**config.mk**
```make
export PLATFORM = sky130hd
export DESIGN_NAME = square_tone_channel_with_sweep_top
export DESIGN_NICKNAME = d
export VERILOG_FILES = /design/src/hw/rtl/stc_pkg.sv /design/src/hw/rtl/stc_channel.sv /design/src/hw/rtl/square_tone_channel_with_sweep_top.sv
export SDC_FILE = /design/constraint.sdc
export NUM_CORES = 1
export LEC_CHECK = 0
export ABC_AREA = 1
export BUFFER_PORTS_ARGS = -buffer_cell sky130_fd_sc_hd__buf_2
export CAP_MARGIN = 20
export CORE_MARGIN = 2
export CORE_UTILIZATION = 49
export CTS_CLUSTER_SIZE = 25
export DETAILED_ROUTE_END_ITERATION = 7
export GPL_TIMING_DRIVEN = 0
export PLACE_DENSITY = 0.66
export SLEW_MARGIN = 20
export SYNTH_ARGS = -nofsm -noshare
export SYNTH_HDL_FRONTEND = slang
export SYNTH_SLANG_ARGS = --single-unit
```
**constraint.sdc**
```tcl
create_clock -name clk -period 6.1 [get_ports clk]
set_input_delay 0.61 -clock clk [delete_from_list [all_inputs] [get_ports clk]]
set_output_delay 0.61 -clock clk [all_outputs]
set_load 0.01 [all_outputs]
```
**src/hw/rtl/stc_pkg.sv**
```systemverilog
// Shared types, codes and helpers for the square tone channel with sweep.
// Used by stc_channel and the top level; no dependencies.
`timescale 1ns / 1ps

package stc_pkg;

    typedef enum logic [2:0] {
        FUNC_TICK  = 3'd0,
        FUNC_FRAME = 3'd1,
        FUNC_WRITE = 3'd2,
        FUNC_READ  = 3'd3,
        FUNC_POWER = 3'd4
    } func_t;

    localparam logic [2:0] REG_SWEEP   = 3'd0;
    localparam logic [2:0] REG_DUTYLEN = 3'd1;
    localparam logic [2:0] REG_ENV     = 3'd2;
    localparam logic [2:0] REG_FREQ_LO = 3'd3;
    localparam logic [2:0] REG_FREQ_HI = 3'd4;

    localparam logic CFG_SWEEP_FITTED = 1'b0;
    localparam logic CFG_MODEL_DMG    = 1'b1;

    localparam logic [10:0] FREQ_MAX     = 11'h7FF;
    localparam logic [6:0]  LEN_FULL     = 7'h40;
    localparam logic [6:0]  LEN_RETRIG   = 7'h3F;
    localparam logic [13:0] PERIOD_RESET = 14'd8192;

    // bit i is duty step i
    localparam logic [7:0] DUTY_WAVE [4] = '{
        8'b1000_0000,
        8'b1000_0001,
        8'b1110_0001,
        8'b0111_1110
    };

    typedef struct packed {
        func_t      func;
        logic [2:0] reg_index;
        logic [7:0] write_data;
    } item_t;

    typedef struct packed {
        logic [7:0]        read_data;
        logic signed [3:0] sample;
        logic              channel_on;
    } result_t;

    typedef struct packed {
        logic sweep_fitted;
        logic model_is_dmg;
    } cfg_t;

    typedef struct packed {
        logic        powered;
        logic        chan_enabled;
        logic [2:0]  frame_step;
        logic [1:0]  duty_sel;
        logic [2:0]  duty_position;
        logic [10:0] tone_freq;
        logic [13:0] period_count;
        logic [3:0]  env_start_vol;
        logic        env_up;
        logic [2:0]  env_period;
        logic [7:0]  env_count;
        logic [3:0]  env_volume;
        logic        env_running;
        logic [6:0]  len_count;
        logic        len_enabled;
        logic [2:0]  sweep_period;
        logic [2:0]  sweep_shift;
        logic        sweep_down;
        logic        sweep_down_used;
        logic        sweep_active;
        logic [7:0]  sweep_count;
        logic [10:0] shadow_freq;
    } chan_state_t;

    localparam chan_state_t CHAN_RESET = '{
        powered: 1'b0, chan_enabled: 1'b0, frame_step: 3'd0, duty_sel: 2'd0,
        duty_position: 3'd0, tone_freq: 11'd0, period_count: PERIOD_RESET,
        env_start_vol: 4'd0, env_up: 1'b0, env_period: 3'd0, env_count: 8'd0,
        env_volume: 4'd0, env_running: 1'b0, len_count: 7'd0, len_enabled: 1'b0,
        sweep_period: 3'd0, sweep_shift: 3'd0, sweep_down: 1'b0,
        sweep_down_used: 1'b0, sweep_active: 1'b0, sweep_count: 8'd0,
        shadow_freq: 11'd0
    };

    // swept frequency; bit 11 set means overflow past 0x7FF
    function automatic logic [11:0] next_freq(input logic [10:0] shadow,
                                              input logic [2:0]  shift,
                                              input logic        down);
        logic [11:0] delta;
        delta = {1'b0, shadow} >> shift;
        return down ? ({1'b0, shadow} - delta) : ({1'b0, shadow} + delta);
    endfunction

    // timer reload: (2048 - freq) * 4
    function automatic logic [13:0] period_reload(input logic [10:0] freq);
        logic [11:0] diff;
        diff = 12'h800 - {1'b0, freq};
        return {diff, 2'b00};
    endfunction

endpackage

```
**src/hw/rtl/stc_channel.sv**
```systemverilog
// Channel state and the single-pass update for one word.
// Depends on stc_pkg.
`timescale 1ns / 1ps

module stc_channel (
    input  logic            clk,
    input  logic            rst_n,
    input  logic            step_en,
    input  stc_pkg::item_t  item,
    input  stc_pkg::cfg_t   cfg,
    output stc_pkg::result_t result
);
    import stc_pkg::*;

    chan_state_t state_reg;
    chan_state_t state_next;
    logic [11:0] nf;
    logic [11:0] nf2;
    logic [7:0]  rd;
    logic [3:0]  level;
    logic [7:0]  v;

    assign v = item.write_data;

    always_ff @(posedge clk or negedge rst_n)
    begin
        if (!rst_n)
            state_reg <= CHAN_RESET;
        else if (step_en)
            state_reg <= state_next;
    end

    always_comb
    begin
        state_next = state_reg;
        rd         = 8'hFF;
        nf         = '0;
        nf2        = '0;
        level      = '0;
        case (item.func)
            FUNC_TICK:
            begin
                if (state_reg.powered)
                begin
                    state_next.period_count = state_reg.period_count - 14'd1;
                    if (state_next.period_count == '0)
                    begin
                        state_next.period_count  = period_reload(state_reg.tone_freq);
                        state_next.duty_position = state_reg.duty_position + 3'd1;
                    end
                end
            end
            FUNC_FRAME:
            begin
                if (state_reg.powered)
                begin
                    // length on even steps
                    if (!state_reg.frame_step[0] && state_reg.len_enabled
                        && state_reg.len_count != '0)
                    begin
                        state_next.len_count = state_reg.len_count - 7'd1;
                        if (state_next.len_count == '0)
                            state_next.chan_enabled = 1'b0;
                    end
                    // envelope on step 7
                    if (state_reg.frame_step == 3'd7)
                    begin
                        state_next.env_count = state_reg.env_count - 8'd1;
                        if (state_next.env_count == '0)
                        begin
                            if (state_reg.env_period == '0)
                                state_next.env_count = 8'd8;
                            else
                            begin
                                state_next.env_count = {5'd0, state_reg.env_period};
                                if (state_reg.env_running)
                                begin
                                    if (state_reg.env_up)
                                    begin
                                        if (state_reg.env_volume != 4'd15)
                                            state_next.env_volume = state_reg.env_volume + 4'd1;
                                        else
                                            state_next.env_running = 1'b0;
                                    end
                                    else
                                    begin
                                        if (state_reg.env_volume != 4'd0)
                                            state_next.env_volume = state_reg.env_volume - 4'd1;
                                        else
                                            state_next.env_running = 1'b0;
                                    end
                                end
                            end
                        end
                    end
                    // sweep on steps 2 and 6
                    if (cfg.sweep_fitted && state_reg.frame_step[1:0] == 2'b10
                        && state_reg.sweep_active)
                    begin
                        state_next.sweep_count = state_reg.sweep_count - 8'd1;
                        if (state_next.sweep_count == '0)
                        begin
                            if (state_reg.sweep_period == '0)
                                state_next.sweep_count = 8'd8;
                            else
                            begin
                                state_next.sweep_count = {5'd0, state_reg.sweep_period};
                                nf = next_freq(state_reg.shadow_freq, state_reg.sweep_shift,
                                               state_reg.sweep_down);
                                state_next.sweep_down_used = state_reg.sweep_down;
                                if (nf[11])
                                    state_next.chan_enabled = 1'b0;
                                else if (state_reg.sweep_shift != '0)
                                begin
                                    state_next.shadow_freq = nf[10:0];
                                    state_next.tone_freq   = nf[10:0];
                                    nf2 = next_freq(nf[10:0], state_reg.sweep_shift,
                                                    state_reg.sweep_down);
                                    if (nf2[11])
                                        state_next.chan_enabled = 1'b0;
                                end
                            end
                        end
                    end
                    state_next.frame_step = state_reg.frame_step + 3'd1;
                end
            end
            FUNC_WRITE:
            begin
                if (item.reg_index == REG_DUTYLEN)
                begin
                    if (state_reg.powered)
                        state_next.duty_sel = v[7:6];
                    if (state_reg.powered || cfg.model_is_dmg)
                        state_next.len_count = LEN_FULL - {1'b0, v[5:0]};
                end
                else if (state_reg.powered)
                begin
                    case (item.reg_index)
                        REG_SWEEP:
                        begin
                            if (cfg.sweep_fitted)
                            begin
                                state_next.sweep_period = v[6:4];
                                state_next.sweep_shift  = v[2:0];
                                // leaving negate mode after a negate calc kills the channel
                                if (state_reg.sweep_down && !v[3] && state_reg.sweep_down_used)
                                    state_next.chan_enabled = 1'b0;
                                state_next.sweep_down = v[3];
                            end
                        end
                        REG_ENV:
                        begin
                            state_next.env_start_vol = v[7:4];
                            state_next.env_up        = v[3];
                            state_next.env_period    = v[2:0];
                            if (state_reg.chan_enabled)
                                state_next.chan_enabled = (v[7:4] != '0) || v[3];
                        end
                        REG_FREQ_LO:
                        begin
                            state_next.tone_freq = {state_reg.tone_freq[10:8], v};
                        end
                        REG_FREQ_HI:
                        begin
                            state_next.tone_freq = {v[2:0], state_reg.tone_freq[7:0]};
                            if (v[7])
                            begin
                                state_next.chan_enabled = (state_reg.env_start_vol != '0)
                                                          || state_reg.env_up;
                                if (state_reg.len_count == '0)
                                begin
                                    state_next.len_count   = LEN_FULL;
                                    state_next.len_enabled = 1'b0;
                                end
                                state_next.period_count = period_reload(state_next.tone_freq);
                                state_next.env_count = (state_reg.env_period != '0)
                                    ? {5'd0, state_reg.env_period} : 8'd8;
                                state_next.env_volume  = state_reg.env_start_vol;
                                state_next.env_running = 1'b1;
                                if (cfg.sweep_fitted)
                                begin
                                    state_next.shadow_freq = state_next.tone_freq;
                                    state_next.sweep_count = (state_reg.sweep_period != '0)
                                        ? {5'd0, state_reg.sweep_period} : 8'd8;
                                    state_next.sweep_active = (state_reg.sweep_period != '0)
                                                              || (state_reg.sweep_shift != '0);
                                    state_next.sweep_down_used = 1'b0;
                                    if (state_reg.sweep_shift != '0)
                                    begin
                                        nf = next_freq(state_next.tone_freq,
                                                       state_reg.sweep_shift,
                                                       state_reg.sweep_down);
                                        if (nf[11])
                                            state_next.chan_enabled = 1'b0;
                                        state_next.sweep_down_used = state_reg.sweep_down;
                                    end
                                end
                            end
                            // extra length clock when enabling in the first half of a step
                            if (state_reg.frame_step[0] && !state_next.len_enabled && v[6]
                                && state_next.len_count != '0)
                            begin
                                state_next.len_count = state_next.len_count - 7'd1;
                                if (state_next.len_count == '0)
                                begin
                                    if (!v[7])
                                        state_next.chan_enabled = 1'b0;
                                    else
                                        state_next.len_count = LEN_RETRIG;
                                end
                            end
                            state_next.len_enabled = v[6];
                        end
                        default:
                        begin
                        end
                    endcase
                end
            end
            FUNC_READ:
            begin
                case (item.reg_index)
                    REG_SWEEP:
                        rd = cfg.sweep_fitted ? {1'b1, state_reg.sweep_period,
                                                 state_reg.sweep_down, state_reg.sweep_shift}
                                              : 8'hFF;
                    REG_DUTYLEN:
                        rd = {state_reg.duty_sel, 6'h3F};
                    REG_ENV:
                        rd = {state_reg.env_start_vol, state_reg.env_up, state_reg.env_period};
                    REG_FREQ_HI:
                        rd = {1'b1, state_reg.len_enabled, 6'h3F};
                    default:
                        rd = 8'hFF;
                endcase
            end
            FUNC_POWER:
            begin
                if (!state_reg.powered && v[7])
                    state_next.powered = 1'b1;
                else if (state_reg.powered && !v[7])
                begin
                    state_next = CHAN_RESET;
                    if (!cfg.sweep_fitted)
                    begin
                        state_next.sweep_period    = state_reg.sweep_period;
                        state_next.sweep_shift     = state_reg.sweep_shift;
                        state_next.sweep_down      = state_reg.sweep_down;
                        state_next.sweep_down_used = state_reg.sweep_down_used;
                        state_next.sweep_active    = state_reg.sweep_active;
                        state_next.sweep_count     = state_reg.sweep_count;
                        state_next.shadow_freq     = state_reg.shadow_freq;
                    end
                    if (cfg.model_is_dmg)
                        state_next.len_count = state_reg.len_count;
                end
            end
            default:
            begin
            end
        endcase

        if (DUTY_WAVE[state_next.duty_sel][state_next.duty_position])
            level = state_next.env_volume;
        result.read_data  = rd;
        result.sample     = state_next.chan_enabled ? signed'(4'd7 - level) : 4'sd0;
        result.channel_on = state_next.chan_enabled;
    end

endmodule

```
**src/hw/rtl/square_tone_channel_with_sweep_top.sv**
```systemverilog
// Top level: stream ports, input word register, result register, config port.
// Depends on stc_pkg and stc_channel.
// Each accepted word is held in the input word register; its result is registered in the result register.
// Throughput: one word per cycle; the input register drains whenever the
// result register is empty or being taken.
// Reset: async active low; channel powered off, sweep fitted, original length rules.
`timescale 1ns / 1ps

module square_tone_channel_with_sweep_top (
    input  logic        clk,
    input  logic        rst_n,
    input  logic        s_tvalid,
    output logic        s_tready,
    input  logic [15:0] s_tdata,   // [2:0] reg_index, [10:3] write_data
    input  logic [2:0]  s_tuser,   // [2:0] func
    output logic        m_tvalid,
    input  logic        m_tready,
    output logic [15:0] m_tdata,   // [7:0] read_data, [11:8] sample, [12] channel_on
    input  logic        cfg_we,
    input  logic        cfg_index,
    input  logic        cfg_data
);
    import stc_pkg::*;

    logic    in_valid_reg;
    item_t   in_item_reg;
    logic    out_valid_reg;
    result_t out_data_reg;
    cfg_t    cfg_reg;
    result_t result;
    logic    advance;

    assign advance  = in_valid_reg && (!out_valid_reg || m_tready);
    assign s_tready = !in_valid_reg || advance;

    always_ff @(posedge clk or negedge rst_n)
    begin
        if (!rst_n)
        begin
            in_valid_reg  <= 1'b0;
            out_valid_reg <= 1'b0;
            cfg_reg       <= '{sweep_fitted: 1'b1, model_is_dmg: 1'b1};
        end
        else
        begin
            if (s_tready)
                in_valid_reg <= s_tvalid;
            if (advance)
                out_valid_reg <= 1'b1;
            else if (m_tready)
                out_valid_reg <= 1'b0;
            if (cfg_we)
            begin
                case (cfg_index)
                    CFG_SWEEP_FITTED: cfg_reg.sweep_fitted <= cfg_data;
                    CFG_MODEL_DMG:    cfg_reg.model_is_dmg <= cfg_data;
                    default:          cfg_reg              <= cfg_reg;
                endcase
            end
        end
    end

    always_ff @(posedge clk)
    begin
        if (s_tready && s_tvalid)
        begin
            in_item_reg.func       <= func_t'(s_tuser);
            in_item_reg.reg_index  <= s_tdata[2:0];
            in_item_reg.write_data <= s_tdata[10:3];
        end
        if (advance)
            out_data_reg <= result;
    end

    stc_channel u_channel (
        .clk     (clk),
        .rst_n   (rst_n),
        .step_en (advance),
        .item    (in_item_reg),
        .cfg     (cfg_reg),
        .result  (result)
    );

    assign m_tvalid = out_valid_reg;
    assign m_tdata  = {3'b000, out_data_reg.channel_on, out_data_reg.sample,
                       out_data_reg.read_data};

endmodule

```
==> flow_summary.json, run 1 <==
{
  "grt_overflow": 0,
  "setup_viol": 0,
  "hold_violations": 0,
  "fp.dieW_microns": 151.2,
  "worst_setup_path_end_kind": "flip-flop",
  "maxCapViolCount": 0,
  "post_drt_via_cell_ratio": 5.688,
  "numCtsBuffers": 17,
  "yosysWarnings": 0,
  "clk_pin_slew_ns": 0.06,
  "die_area_sq_um": 22860,
  "maxSlewHeadroom": 0.2893,
  "fp.coreArea_sq_um": 21150,
  "pre_cts_ws_ns": -0.1759,
  "required_ns": 6.29,
  "r2r_end": "m_tdata[8]",
  "grt_antenna_before_repair": 0,
  "cts.sinks": 123,
  "cts_max_level": 4,
  "drt-total-wl_mm": 33.02,
  "place_congestion": 0.9694,
  "holdBufCountCts": 0,
  "clockBufferDepth": 2,
  "run_status": "finished, violations left",
  "crit_path_start": "u_channel.state_reg[22]",
  "worstMarginPinSlew_ns": 1.066,
  "area_growth_pct": 16.02,
  "fmax_mhz": 168.6,
  "cp_max_fo": 5,
  "grt_usage": 0.2867,
  "crit_path_max_incr_delay_ns": 0.44,
  "synth_area_sq_um": 10620,
  "min_path_type": "in2async",
  "cp.arrival_ns": 6.12,
  "ys_types": 66,
  "synth_edf_count": 27,
  "async_reset_ff_frac": 0.7805,
  "num-fill-cells": 2059,
  "post-route-period-util": 0.9725,
  "worst_slack_ns": 0.1677,
  "io_pins": 44,
  "drt_iter0_drc": 875,
  "postSynthAreaPerCell_sq_um": 6.882,
  "synth_area_leader_cell": "dfrtp_1",
  "synth_top_flop_cell": "dfrtp_1",
  "path_class": "reg2reg",
  "syn_inst": 1543,
  "crit_top_cell": "nand2_1",
  "synthTopCellsByCount": "nand2_1 (339), inv_1 (201), nor2_1 (149), o21ai_0 (135), nand3_1 (100)",
  "critPathLaunchType": "flip-flop",
  "cpMaxStageDelayCell": "dfrtp_2",
  "ys_seq_elements": 123,
  "largest_reg_flops": 92,
  "drt_first_pass_iters": 8,
  "reg2reg_slack_ns": 0.17,
  "ant_nets": 0,
  "grt_pass1_vias": 9739,
  "drt_drc_violations_left": 5,
  "clk-insertion-delay-late_ns": 0.43,
  "grt_first_pass_wirelength_mm": 50.65,
  "yosys-top-cells-area": "dfrtp_1 (22%), nand2_1 (12%), edfxtp_1 (7.6%)",
  "violations": "DRC",
  "period_needed_ns": 5.932,
  "endpoint": "m_tdata[8]",
  "start_util": 0.5020,
  "clock_skew_ns": 0.01467,
  "worstRegToRegCells": 47,
  "dp.final_hpwl_mm": 24.92,
  "synth_most_common_cell": "nand2_1",
  "vias": 10890,
  "std_cell_rows": 53,
  "grt_max_degree": 66,
  "drive_above_1_share": 0.1545,
  "final_nets": 1708,
  "fp.dieH_microns": 151.2,
  "cts_tree": "yes",
  "routedWlPerCell_microns": 17.25,
  "regToRegStartpoint": "u_channel.state_reg[22]",
  "finalMaxSlewViolations": 0,
  "ys_seq_area_frac": 0.3029,
  "clock-root-buffer": "clkbuf_16",
  "rsz0062_at_grt": "true",
  "port_buffers": 35,
  "synth_top_area_frac": 0.2192
}
==> worst min path at each step <==
stage                         endpoint  slack [ns]  depth (start not counted)                    start
3_5_place_dp   u_channel.state_reg[89]        0.48                          2  u_channel.state_reg[89]
4_1_cts        u_channel.state_reg[74]        0.08                          1                    rst_n
2_1_floorplan             in_valid_reg        0.31                          0                    rst_n
6_report       u_channel.state_reg[10]        0.07                          1                    rst_n
3_3_place_gp   u_channel.state_reg[19]        0.47                          2  u_channel.state_reg[19]
5_1_grt        u_channel.state_reg[64]        0.09                          1                    rst_n
==> stage by stage <==
step	hold WS [ns]	area (sq um)	utilization	cells	TNS [ns]
4_1_cts	0.07812	11800	0.5577	1890	0
6_report	0.07088	12320	0.5824	1914	0
5_1_grt	0.09287	12320	0.5823	1913	-0.9974
2_1_floorplan	0.3144	10630	-	1545	0
3_5_place_dp	0.4800	11180	0.5285	1856	-0.7917
3_3_place_gp	0.4734	11150	0.5269	1855	-0.5585
==> cell usage in the layout, fill, tap and decap left out, types with 8 or more instances in the layout <==
master,count
o21ai_2,11
nand3_1,86
o211ai_1,14
xor2_1,45
nand2_2,35
a22oi_1,11
o21ai_1,28
inv_2,13
nor2_1,143
nand4_1,23
nand3_2,18
clkbuf_1,17
dfrtp_1,92
a31oi_1,8
edfxtp_1,27
nor3_1,21
o21ai_0,128
clkbuf_16,17
ha_1,48
nand2_4,9
nand2_1,316
a21oi_1,78
xnor2_1,18
buf_2,44
o22ai_1,21
buf_4,32
inv_1,198
==> cells by family (layout without fill, tap and decap cells) <==
| family | after synthesis | in the layout | share of synthesized area |
|---|---|---|---|
| compound gates | 344 | 344 | 0.1871 |
| xor+xnor | 66 | 66 | 0.05514 |
| fa+ha+maj | 57 | 57 | 0.06787 |
| buf+inv | 260 | 353 | 0.09956 |
| flops | 123 | 123 | 0.3029 |
| mux | 2 | 2 | 0.002003 |
| other cells | 1 | 4 | 0.0003531 |
| simple gates | 690 | 690 | 0.2850 |
==> final cells by class <==
cell class                 count  area (sq um)  share of cell area
multi-input combinational   1162          6731              0.5464
sequential                   123          3218              0.2612
inverter                     216         810.8             0.06581
clock buffer                  17         425.4             0.03453
timing repair buffer          61         396.6             0.03219
tap                          275         344.1             0.02793
buffer                        44         251.5             0.02041
clock inverter                15         140.1             0.01137
antenna                        1         2.502           0.0002031
==> per-layer routing <==
metal  up-vias  share of wire  routed length, microns  GRT usage
met5         -              0                       0          0
met4         0          0.035                    1168     0.1075
met3        88          0.073                    2418    0.04518
met2       473           0.45                   14960     0.4588
met1      4997           0.44                   14470     0.3913
li1       5329              -                       -          -
==> worst max-delay path, delay by kind of cell (launching register included) <==
kind / cells / cell delay (ns)
AND/OR/NAND/NOR: 35 / 3.18
AO/OA/AOI/OAI: 5 / 0.70
XOR/XNOR: 2 / 0.36
flip-flops: 1 / 0.44
buffers and inverters: 2 / 0.24
adder cells (fa/ha/maj): 3 / 0.74
==> timing repair <==
action,CTS,global route
resized for setup,10,93
buffers inserted,2,22
pin swaps,2,45
cloned,0,1
endpoints found under the setup margin,6,6
Power of run 1 is left out: the tool's default activity adds up to more than one toggle a clock period on the data nets, which glitch-free logic cannot reach.
==> inputs of run 2 (changes only) <==
--- a/config.mk
+++ b/config.mk
@@ -8,13 +8,15 @@
 export ABC_AREA = 1
 export BUFFER_PORTS_ARGS = -buffer_cell sky130_fd_sc_hd__buf_2
 export CAP_MARGIN = 20
-export CORE_MARGIN = 2
+export CORE_MARGIN = 10
 export CORE_UTILIZATION = 49
 export CTS_CLUSTER_SIZE = 25
 export DETAILED_ROUTE_END_ITERATION = 7
 export GPL_TIMING_DRIVEN = 0
 export PLACE_DENSITY = 0.66
+export SKIP_CTS_REPAIR_TIMING = 1
 export SLEW_MARGIN = 20
 export SYNTH_ARGS = -nofsm -noshare
 export SYNTH_HDL_FRONTEND = slang
+export SYNTH_HIERARCHICAL = 1
 export SYNTH_SLANG_ARGS = --single-unit
==> flow_summary.json, run 2 <==
{
  "hold_violations": 0,
  "synth_area_sq_um": 10910,
  "async_reset_ff_frac": 0.7805,
  "cp_max_fo": 6,
  "numCtsBuffers": 17,
  "cp.arrival_ns": 6.05,
  "synth_top_flop_cell": "dfrtp_1",
  "synthTopCellsByCount": "nand2_1 (330), inv_1 (228), nor2_1 (135), o21ai_0 (125), dfrtp_1 (93)",
  "diodes": 0,
  "port_buffers": 35,
  "period_needed_ns": 5.861,
  "final_cell_mix": "nand2_1 (315), inv_1 (223), nor2_1 (130), o21ai_0 (118), dfrtp_1 (93)",
  "synth_most_common_cell": "nand2_1",
  "grt_antenna_before_repair": 0,
  "grt_usage": 0.2261,
  "synth_top_family_by_area": "simple AND/OR/NAND/NOR gates",
  "final_nets": 1718,
  "synth_compound_area_frac": 0.1878,
  "syn_inst": 1556,
  "fp.dieH_microns": 169.2,
  "finalMaxSlewViolations": 0,
  "clock-root-buffer": "clkbuf_16",
  "clock_skew_ns": 0.01400,
  "holdWs_ns": 0.03593,
  "min_path_type": "in2async",
  "synth_edf_count": 27,
  "place_congestion": 0.9582,
  "clk_pin_slew_ns": 0.06,
  "cts.sinks": 123,
  "worstMarginPinSlew_ns": 0.6971,
  "postSynthAreaPerCell_sq_um": 7.013,
  "ys_seq_elements": 123,
  "clockBufferDepth": 2,
  "ys_types": 70,
  "drt_iter0_drc": 1028,
  "ys_seq_area_frac": 0.2948,
  "worst_setup_path_end_kind": "flip-flop",
  "setup_viol": 0,
  "cpMaxStageDelayCell": "dfrtp_1",
  "cts_tree": "yes",
  "required_ns": 6.28,
  "yosys-top-cells-area": "dfrtp_1 (21%), nand2_1 (11%), inv_1 (7.8%)",
  "post-route-period-util": 0.9608,
  "grt_max_degree": 75,
  "fp.dieW_microns": 169.2,
  "crit_top_cell": "nand2_1",
  "fmax_mhz": 170.6,
  "grt_overflow": 0,
  "drt_drc_violations_left": 0,
  "fin_setup_tns_ns": 0,
  "run_status": "finished, final reports clean",
  "path_class": "reg2reg",
  "die_area_sq_um": 28640,
  "synth_area_leader_cell": "dfrtp_1",
  "dp.final_hpwl_mm": 24.94,
  "post_drt_via_cell_ratio": 5.580,
  "synth_xor_area_frac": 0.05378,
  "cts_max_level": 4,
  "largest_reg_flops": 92,
  "start_util": 0.4985,
  "std_cell_rows": 54,
  "maxSlewHeadroom": 0.5353,
  "drt_first_pass_iters": 7,
  "routedWlPerCell_microns": 17.09,
  "yosysWarnings": 6,
  "synthSimpleGateAreaFrac": 0.2857,
  "rsz0062_at_grt": "true",
  "fp.coreArea_sq_um": 21890,
  "synth_top_area_frac": 0.2133,
  "critPathLaunchType": "flip-flop",
  "crit_path_max_incr_delay_ns": 0.40,
  "maxCapViolCount": 0,
  "synth_adder_area_share": 0.06605,
  "clk-insertion-delay-late_ns": 0.43,
  "final_common_cell": "nand2_1",
  "drt-total-wl_mm": 32.94,
  "ant_nets": 0,
  "area_growth_pct": 15.33,
  "io_pins": 44,
  "synth.area.mux_share": 0.002408,
  "grt_pass1_vias": 10150,
  "grt_first_pass_wirelength_mm": 53.01,
  "vias": 10760,
  "drive_above_1_share": 0.1742
}
==> run 2: changes by cell type after synthesis, moves of 7 or more <==
| cell | change |
|---|---|
| a21oi_1 | -12 |
| nand2_1 | -9 |
| inv_1 | +27 |
| nor2_1 | -14 |
| o21ai_2 | +7 |
| nand3_2 | +17 |
| nand3_1 | -17 |
| nor2_2 | +12 |
| o21ai_0 | -10 |
==> run 2: path summary, 6_finish.rpt <==
| path | startpoint | endpoint | slack [ns] | cells after the start |
|---|---|---|---|---|
| min in group clk | s_tuser[1] | in_item_reg[12] | 0.35 | 1 |
| setup / recovery | u_channel/state_reg[22] | m_tdata[10] | 0.24 | 51 |
| setup reg to reg | u_channel/state_reg[22] | m_tdata[10] | 0.24 | 51 |
| hold / removal | rst_n | u_channel/state_reg[63] | 0.04 | 1 |
| max in group asynchronous | rst_n | cfg_reg[0] | 5.39 | 2 |
| hold reg to reg | cfg_reg[0] | cfg_reg[0] | 0.49 | 2 |
==> run 2: final cells by class <==
cell class | instances | area, sq um
plain buffers | 41 | 274.0
clock buffers | 17 | 425.4
clock inverters | 15 | 147.6
fillers | 2132 | 9306
inverters | 247 | 930.9
multi-input cells | 1146 | 6839
flip-flops and latches | 123 | 3217
well taps | 280 | 350.3
repair buffers | 59 | 400.4
==> run 2: cells by family after synthesis <==
kind of cell             count (synthesis)
AO/OA/AOI/OAI                          342
XOR/XNOR                                67
adder cells (fa/ha/maj)                 57
buffers and inverters                  289
flip-flops                             123
multiplexers                             2
other                                    1
AND/OR/NAND/NOR                        675
==> run 2: worst max-delay path, delay by kind of cell (launching register included) <==
kind | cells | cell delay (ns)
XOR/XNOR | 2 | 0.32
AO/OA/AOI/OAI | 4 | 0.38
buffers and inverters | 7 | 0.65
AND/OR/NAND/NOR | 34 | 2.96
flip-flops | 1 | 0.40
adder cells (fa/ha/maj) | 4 | 0.93
==> run 2: metrics by stage <==
| stage | instance area [sq um] | util | worst slack [ns] | instances |
|---|---|---|---|---|
| after CTS | 12070 | 0.5512 | -0.2122 | 1907 |
| after global placement | 11440 | 0.5228 | -0.1455 | 1873 |
| after floorplan | 10920 | - | 0.8188 | 1558 |
| final | 12580 | 0.5749 | 0.2389 | 1928 |
| after detailed placement | 11490 | 0.5250 | -0.1842 | 1875 |
| after global routing | 12580 | 0.5749 | -0.1727 | 1928 |
==> run 2: routing by layer <==
metal / part of all wire / global-route usage
met5: 0 / 0
met4: 0.024 / 0.07205
met3: 0.059 / 0.03103
met2: 0.45 / 0.3497
met1: 0.46 / 0.3190
Power of run 2 is left out for the same reason.
